File: src/rtl/utf8wa_pkg.sv
// Package for the UTF-8 to WinAnsi encoder.
// Holds the UTF-8 lead byte codes, the WinAnsi quote codes and the mapping function.
// No dependencies.
package utf8wa_pkg;

  localparam int unsigned CpWidth = 21;

  typedef logic [CpWidth-1:0] cp_t;
  typedef logic [1:0]         pend_t;

  // Lead byte patterns and their masks.
  localparam logic [7:0] Lead2Mask = 8'hE0;
  localparam logic [7:0] Lead2Code = 8'hC0;
  localparam logic [7:0] Lead3Mask = 8'hF0;
  localparam logic [7:0] Lead3Code = 8'hE0;
  localparam logic [7:0] Lead4Mask = 8'hF8;
  localparam logic [7:0] Lead4Code = 8'hF0;

  localparam pend_t PendNone = 2'd0;
  localparam pend_t PendOne  = 2'd1;
  localparam pend_t PendTwo  = 2'd2;
  localparam pend_t PendThr  = 2'd3;

  localparam cp_t CpLsquo    = 21'h002018;
  localparam cp_t CpRsquo    = 21'h002019;
  localparam cp_t CpLdquo    = 21'h00201C;
  localparam cp_t CpRdquo    = 21'h00201D;
  localparam cp_t CpFirstPr  = 21'h000020;
  localparam cp_t CpLastPr   = 21'h0000FF;

  localparam logic [7:0] WaLsquo    = 8'h91;
  localparam logic [7:0] WaRsquo    = 8'h92;
  localparam logic [7:0] WaLdquo    = 8'h93;
  localparam logic [7:0] WaRdquo    = 8'h94;
  localparam logic [7:0] WaQuestion = 8'h3F;

  function automatic logic [7:0] winansi_of(input cp_t cp);
    logic [7:0] res;
    if (cp >= CpFirstPr && cp <= CpLastPr) begin
      res = cp[7:0];
    end else if (cp == CpLsquo) begin
      res = WaLsquo;
    end else if (cp == CpRsquo) begin
      res = WaRsquo;
    end else if (cp == CpLdquo) begin
      res = WaLdquo;
    end else if (cp == CpRdquo) begin
      res = WaRdquo;
    end else begin
      res = WaQuestion;
    end
    return res;
  endfunction

endpackage

File: src/rtl/utf8_to_winansi_encoder_unit.sv
// Each byte is decoded from the stage-one register into the output register.
// Throughput: one byte per cycle unless the output stalls; the decoder state
// (accumulator and pending count) is updated once per byte in a single
// registered decode stage. Bytes that complete no character and are not last
// give no output word. Reset (rst_n low, synchronous) empties both stages and
// clears the decoder.
module utf8_to_winansi_encoder_unit
  import utf8wa_pkg::*;
(
  input  logic       clk,
  input  logic       rst_n,
  input  logic       in_tvalid,
  output logic       in_tready,
  input  logic [7:0] in_tdata,   // [7:0] in_byte
  input  logic       in_tlast,   // last_in
  output logic       out_tvalid,
  input  logic       out_tready,
  output logic [7:0] out_tdata,  // [7:0] out_byte
  output logic       out_tuser,  // [0] has_byte
  output logic       out_tlast   // is_last
);

  logic       s1_valid_r;
  logic [7:0] s1_byte_r;
  logic       s1_last_r;

  cp_t        acc_r, acc_nxt, acc_shift, cp;
  pend_t      pend_r, pend_nxt;
  logic       done;

  logic       out_valid_r;
  logic [7:0] out_data_r;
  logic       out_has_r;
  logic       out_last_r;

  logic       s1_fire;
  logic       emit;
  logic       in_fire;

  assign s1_fire   = s1_valid_r && (!out_valid_r || out_tready);
  assign in_tready = !s1_valid_r || s1_fire;
  assign in_fire   = in_tvalid && in_tready;

  always_comb begin
    acc_nxt   = acc_r;
    pend_nxt  = pend_r;
    done      = 1'b0;
    cp        = '0;
    acc_shift = {acc_r[CpWidth-7:0], s1_byte_r[5:0]};
    if (pend_r != PendNone) begin
      acc_nxt  = acc_shift;
      pend_nxt = pend_r - PendOne;
      if (pend_r == PendOne) begin
        cp   = acc_shift;
        done = 1'b1;
      end
    end else if (!s1_byte_r[7]) begin
      cp   = {{(CpWidth-8){1'b0}}, s1_byte_r};
      done = 1'b1;
    end else if ((s1_byte_r & Lead2Mask) == Lead2Code) begin
      acc_nxt  = {{(CpWidth-5){1'b0}}, s1_byte_r[4:0]};
      pend_nxt = PendOne;
    end else if ((s1_byte_r & Lead3Mask) == Lead3Code) begin
      acc_nxt  = {{(CpWidth-4){1'b0}}, s1_byte_r[3:0]};
      pend_nxt = PendTwo;
    end else if ((s1_byte_r & Lead4Mask) == Lead4Code) begin
      acc_nxt  = {{(CpWidth-3){1'b0}}, s1_byte_r[2:0]};
      pend_nxt = PendThr;
    end
    // Stray continuation bytes and bytes 0xF8 to 0xFF fall through and leave the state alone.
    if (done) begin
      acc_nxt = '0;
    end
    if (s1_last_r) begin
      acc_nxt  = '0;
      pend_nxt = PendNone;
    end
  end

  assign emit = done || s1_last_r;

  always_ff @(posedge clk) begin
    if (!rst_n) begin
      s1_valid_r  <= 1'b0;
      out_valid_r <= 1'b0;
      acc_r       <= '0;
      pend_r      <= PendNone;
    end else begin
      if (in_fire) begin
        s1_valid_r <= 1'b1;
      end else if (s1_fire) begin
        s1_valid_r <= 1'b0;
      end
      if (s1_fire) begin
        acc_r  <= acc_nxt;
        pend_r <= pend_nxt;
      end
      if (s1_fire && emit) begin
        out_valid_r <= 1'b1;
      end else if (out_tready) begin
        out_valid_r <= 1'b0;
      end
    end
  end

  always_ff @(posedge clk) begin
    if (in_fire) begin
      s1_byte_r <= in_tdata;
      s1_last_r <= in_tlast;
    end
    if (s1_fire && emit) begin
      out_data_r <= done ? winansi_of(cp) : 8'h00;
      out_has_r  <= done;
      out_last_r <= s1_last_r;
    end
  end

  assign out_tvalid = out_valid_r;
  assign out_tdata  = out_data_r;
  assign out_tuser  = out_has_r;
  assign out_tlast  = out_last_r;

`ifndef NO_ASSERTIONS
  // The end of a string always returns the decoder to its idle state.
  a_last_clears: assert property (@(posedge clk) disable iff (!rst_n)
    s1_fire && s1_last_r |=> (pend_r == PendNone) && (acc_r == '0))
    else $error("decoder state not cleared after last byte");

  // A completed character clears the accumulator.
  a_done_clears: assert property (@(posedge clk) disable iff (!rst_n)
    s1_fire && done |=> acc_r == '0)
    else $error("accumulator not cleared after a character");

  // A word without a character exists only to mark the end of a string.
  a_empty_is_last: assert property (@(posedge clk) disable iff (!rst_n)
    out_valid_r && !out_has_r |-> out_last_r && (out_data_r == 8'h00))
    else $error("empty output word without last flag or with data");

  // The pending count is zero whenever a character completes.
  a_done_pend: assert property (@(posedge clk) disable iff (!rst_n)
    s1_fire && done |-> pend_nxt == PendNone)
    else $error("character completed with bytes still pending");
`endif

endmodule

File: config.mk
export PLATFORM = sky130hd
export DESIGN_NAME = utf8_to_winansi_encoder_unit
export DESIGN_NICKNAME = d
export VERILOG_FILES = /design/src/rtl/utf8wa_pkg.sv /design/src/rtl/utf8_to_winansi_encoder_unit.sv
export SDC_FILE = /design/constraint.sdc
export NUM_CORES = 1
export LEC_CHECK = 0
export ABC_AREA = 1
export BUFFER_PORTS_ARGS = -buffer_cell sky130_fd_sc_hd__buf_2
export CAP_MARGIN = 40
export CORE_MARGIN = 4
export CORE_UTILIZATION = 40
export CTS_BUF_LIST = sky130_fd_sc_hd__clkbuf_2 sky130_fd_sc_hd__clkbuf_4 sky130_fd_sc_hd__clkbuf_8
export DETAILED_ROUTE_END_ITERATION = 8
export MAX_ROUTING_LAYER = met4
export PLACE_DENSITY_LB_ADDON = 0.15
export SLEW_MARGIN = 20
export SYNTH_ARGS = -nofsm -noshare
export SYNTH_HDL_FRONTEND = slang
export SYNTH_SLANG_ARGS = --single-unit
export TNS_END_PERCENT = 20
File: constraint.sdc
create_clock -name clk -period 2.68 [get_ports clk]
set_input_delay 0.134 -clock clk [delete_from_list [all_inputs] [get_ports clk]]
set_output_delay 0.134 -clock clk [all_outputs]
set_load 0.005 [all_outputs]
## Word-level counts from Yosys, hierarchy flattened

Cells that the tools add are included.

| word-level totals | value |
|---|---|
| bits of input ports | 13 |
| output and inout bits | 12 |
| word-level logic and storage cells | 66 |
| bits in registers | 38 |

| operators by class | value |
|---|---|
| equal/unequal tests | 8 |
| add/sub/neg operators | 1 |
| muxes and demuxes | 28 |
| magnitude comparators | 2 |
| reduce and logical (&&, ||, !) cells | 18 |

Operators with widths:

| kind | count |
|---|---|
| 15-bit two-way mux | 7 |
| 21-bit by 14-bit equality test with 1-bit output (second input constant) | 4 |
| 21-bit two-way mux | 2 |
| 8-bit two-way mux | 5 |
| 21-bit by 6-bit >= comparator with 1-bit output (second input constant) | 1 |
| 21-bit by 8-bit <= comparator with 1-bit output (second input constant) | 1 |
| 2-bit two-way mux | 6 |
| 1-bit two-way mux | 7 |
| 7-bit two-way mux | 1 |
| 3-bit AND reduction | 2 |
| 2-bit nonzero test | 3 |
| 6-bit nonzero test | 1 |
| 5-bit equality test (second input constant) | 1 |
| 5-bit nonzero test | 1 |
| 4-bit equality test (second input constant) | 1 |
| 1-bit logical AND | 4 |
| 4-bit nonzero test | 1 |
| 3-bit equality test (second input constant) | 1 |
| 1-bit logical OR | 3 |
| 3-bit nonzero test | 1 |
| 2-bit by 1-bit equality test with 1-bit output (second input constant) | 1 |
| 1-bit logical NOT | 2 |
| 2-bit by 1-bit subtractor with 2-bit output (second input constant) | 1 |

## Longest topological paths before layout

| logic depth | value |
|---|---|
| depth after elaboration | 9 |
| gate-level depth with buffers | 12 |
| gate-level depth less buffers | 12 |

## Worst setup path after synthesis

No wires, ideal clock.

| path | value |
|---|---|
| path kind | register -> register |
| start point | reg pend_r[1] |
| end point | reg out_data_r[3], in the netlist out_tdata[3], data pin |
| data required time | 2.427 ns |
| clock period less this slack | 1.507 ns |
| arrival time | 1.254 ns |
| buffers on the path | 0 |
| cell stages (with the launch flop) | 13 |
| library setup time | 0.253 ns |
| path slack | 1.173 ns |
| cell sequence | dfxtp_1 -> inv_2 -> nand2_2 -> nor2_2 -> inv_1 -> nor2_1 -> inv_1 -> nor2_1 -> nand2_1 -> nand2_2 -> nor2_2 -> nand3_2 -> nand2_1 |

| on the way | value |
|---|---|
| word-level cells in the longest chain between the ends | 9 |
| elaborated cells between the ends (all ways) | 18 |
| classes of those cells | order compare (2); eq/ne (5); mux (9); reduce/logical (2) |

RTL lines:

| item | line | text |
|---|---|---|
| from (decl) | utf8_to_winansi_encoder_unit.sv:28 | `pend_t pend_r, pend_nxt;` |
| from (signal assigned) | utf8_to_winansi_encoder_unit.sv:87 | `pend_r <= PendNone;` |
| from (signal assigned) | utf8_to_winansi_encoder_unit.sv:96 | `pend_r <= pend_nxt;` |
| branches (longest 9 deep; another with 21-bit by 6-bit >= comparator with 1-bit output) | -- |  |
| to (signal assigned) | utf8_to_winansi_encoder_unit.sv:112 | `out_data_r <= done ? winansi_of(cp) : 8'h00;` |
| to (decl) | utf8_to_winansi_encoder_unit.sv:32 | `logic [7:0] out_data_r;` |

Several ways; the timed one is not identified.
A chain may end at the register's enable or synchronous reset.

## Worst setup path after layout

| path | value |
|---|---|
| start point | reg pend_r[0] |
| end point | reg out_data_r[7], in the netlist out_tdata[7], data pin |

Same word-level chain as after synthesis.

==> metrics <==
clock sinks=38; Max VDD drop=0.000403 V; Max Slew Vio Count=0; Site Rows=24; Hold Path Class=in2reg; Startpoint Class=flop; Resized cells post-CTS=0; fin crit share=64.1%; core region area=4470 µm²; Crit Path Class=reg2reg; Required @ worst endpoint=2720 ps; Crit Path Max Fanout=7; clk slew on worst S/H paths=70 ps; DRT Pass-1 Iters=4; Clock Latency Late Sink=290 ps; P_leak=0.937 nW; vias in the first global route=1,447; setup bufs post-CTS=0; Layout Nets=278; buffers added on ports=24; Hold Fails Final Rpt=0; RSZ-0062 raised after global routing=no; synthesis-stage register bit count=38; Final min period=1720 ps; slew at the pin closest to its max-slew limit=410 ps; fmax=582 MHz; YS warnings=0; post-synthesis cell area=1890 µm²; largest net degree at the start of global routing=17; final WL=3940 µm; layout cells sized above 1=21.4%; WL per Instance=12.4 µm; first-pass GRT wire length=6640 µm; die area=5900 µm²; Tot GR Track Use=14.5%; area grow syn2layout=13.4%; # setup viols final=0; hold_buf cts=0; Initial Utilization=42.3%; drt first-iter violations=122; Mapped Cells=237; post-DP HPWL=2980 µm; vias per cell=4.96; CTS HTree Levels=2; ANT cells=0; commonest non-fill, non-tap cells in the layout=40 x nor2_1, 37 x nand2_1, 25 x a21oi_1; CTS Buffer Depth=2; Syn Nets=250; setup TNS=0 ps; vias post-DR=1,578; post-route ant nets=0; outcome=complete, no violations; register area share after synthesis=50.2%; final hold slack=13.6 ps; Distinct cells, synth=28; Ports=25; Crit. End Element=flop; Setup Skew=5.35 ps; die width=76.8 µm; Worst EP arrival=1760 ps; commonest non-fill, non-tap cell in the layout=nor2_1; routability cong.=0.863; max cap viols=0; CTS tree=done; grt ovf=0; die height=76.8 µm; root buffer cell=clkbuf_8; Mean Syn Cell Area=7.99 µm²; Slew HR=72.6%; R2R Setup Slk=960 ps; total CTS buffers=5; # DRC=0; Pwr Density=638 nW/µm²; initial antenna violation count=0
cells in the mapped netlist:
cell type / number / share of area, %
buf_6: 1 / 0.59
buf_4: 1 / 0.40
and2_1: 1 / 0.33
nor2_4: 3 / 1.8
nor3_1: 1 / 0.26
nand2_2: 10 / 3.3
nand2_1: 37 / 7.3
a211oi_1: 1 / 0.40
a21oi_2: 1 / 0.46
inv_2: 4 / 0.79
nand3_2: 2 / 1.1
o211ai_1: 1 / 0.40
nand2_4: 1 / 0.59
edfxtp_1: 19 / 30
o21ai_0: 18 / 4.8
nand3_1: 12 / 3.2
a21oi_1: 25 / 6.6
buf_1: 1 / 0.20
dfxtp_1: 19 / 20
nor2_1: 40 / 7.9
nand3b_1: 1 / 0.40
inv_1: 24 / 4.8
nor2_2: 3 / 0.99
a22oi_1: 1 / 0.40
a21o_1: 1 / 0.40
clkbuf_1: 1 / 0.20
o21ai_1: 6 / 1.6
nand4_1: 2 / 0.66
report_power, final:
group          leakage (nW)  internal [mW]  switching [mW]
clock network        0.0484          0.190           0.193
registers             0.338          0.668          0.0346
logic                 0.551         0.0980           0.184
stage by stage:
stage          utilization, %  std cells  cell area [µm²]  total power, mW  setup WS, ps
6_report                 48.0        318             2150             1.37           961
3_5_place_dp             46.0        310             2060            0.999           980
3_3_place_gp             46.0        310             2060             1.00           974
2_1_floorplan               -        237             1890            0.925          1170
4_1_cts                  48.0        318             2150             1.38           965
5_1_grt                  48.0        318             2150             1.45           730
metal layers:
metal	GRT usage, %	routed length, µm	part of all wire [%]
met1	18.9	1870	48
met5	-	0	0
met3	3.16	175	4.4
met2	22.0	1830	46
met4	5.43	66	1.7
cells by family after synthesis:
kind of cell | Yosys count | share of synthesized area [%]
buffers and inverters | 32 | 6.94
and+or+nand+nor | 113 | 27.8
DFF | 38 | 50.2
AOI/OAI and AO/OA | 54 | 15.0
flip-flops by register name, summed over array words and instances (netlist names), 2 cells and up:
name       flops
pend_r         2
s1_byte_r      8
acc_r         15
out_tdata      8
area by class of cell:
| cell class | instances | area [µm²] |
|---|---|---|
| clock buffer | 6 | 76.3 |
| clock inverter | 2 | 10.0 |
| fill | 420 | 2330 |
| inverter | 28 | 105 |
| multi-input combinational | 167 | 811 |
| sequential | 38 | 951 |
| tap | 52 | 65.1 |
| timing repair buffer | 25 | 128 |
worst paths after layout:
| kind | start | depth (start not counted) | end |
|---|---|---|---|
| min reg2reg | acc_r[3] | 2 | acc_r[3] |
| min | in_tdata[7] | 1 | s1_byte_r[7] |
| max | pend_r[0] | 10 | out_tdata[7] |
| max reg2reg | pend_r[0] | 10 | out_tdata[7] |
critical path, cell delays in order, from the launching register on:
cell and delay [ps]:
dfxtp_1 380, nor2_1 190, nand2_1 140, nand2_1 160, nand2_1 110, nor2_4 130, inv_2 40, nand2_2 60
nand2_2 50, nor2_2 100, a21oi_1 80
Power figures use the tool's default switching activity.
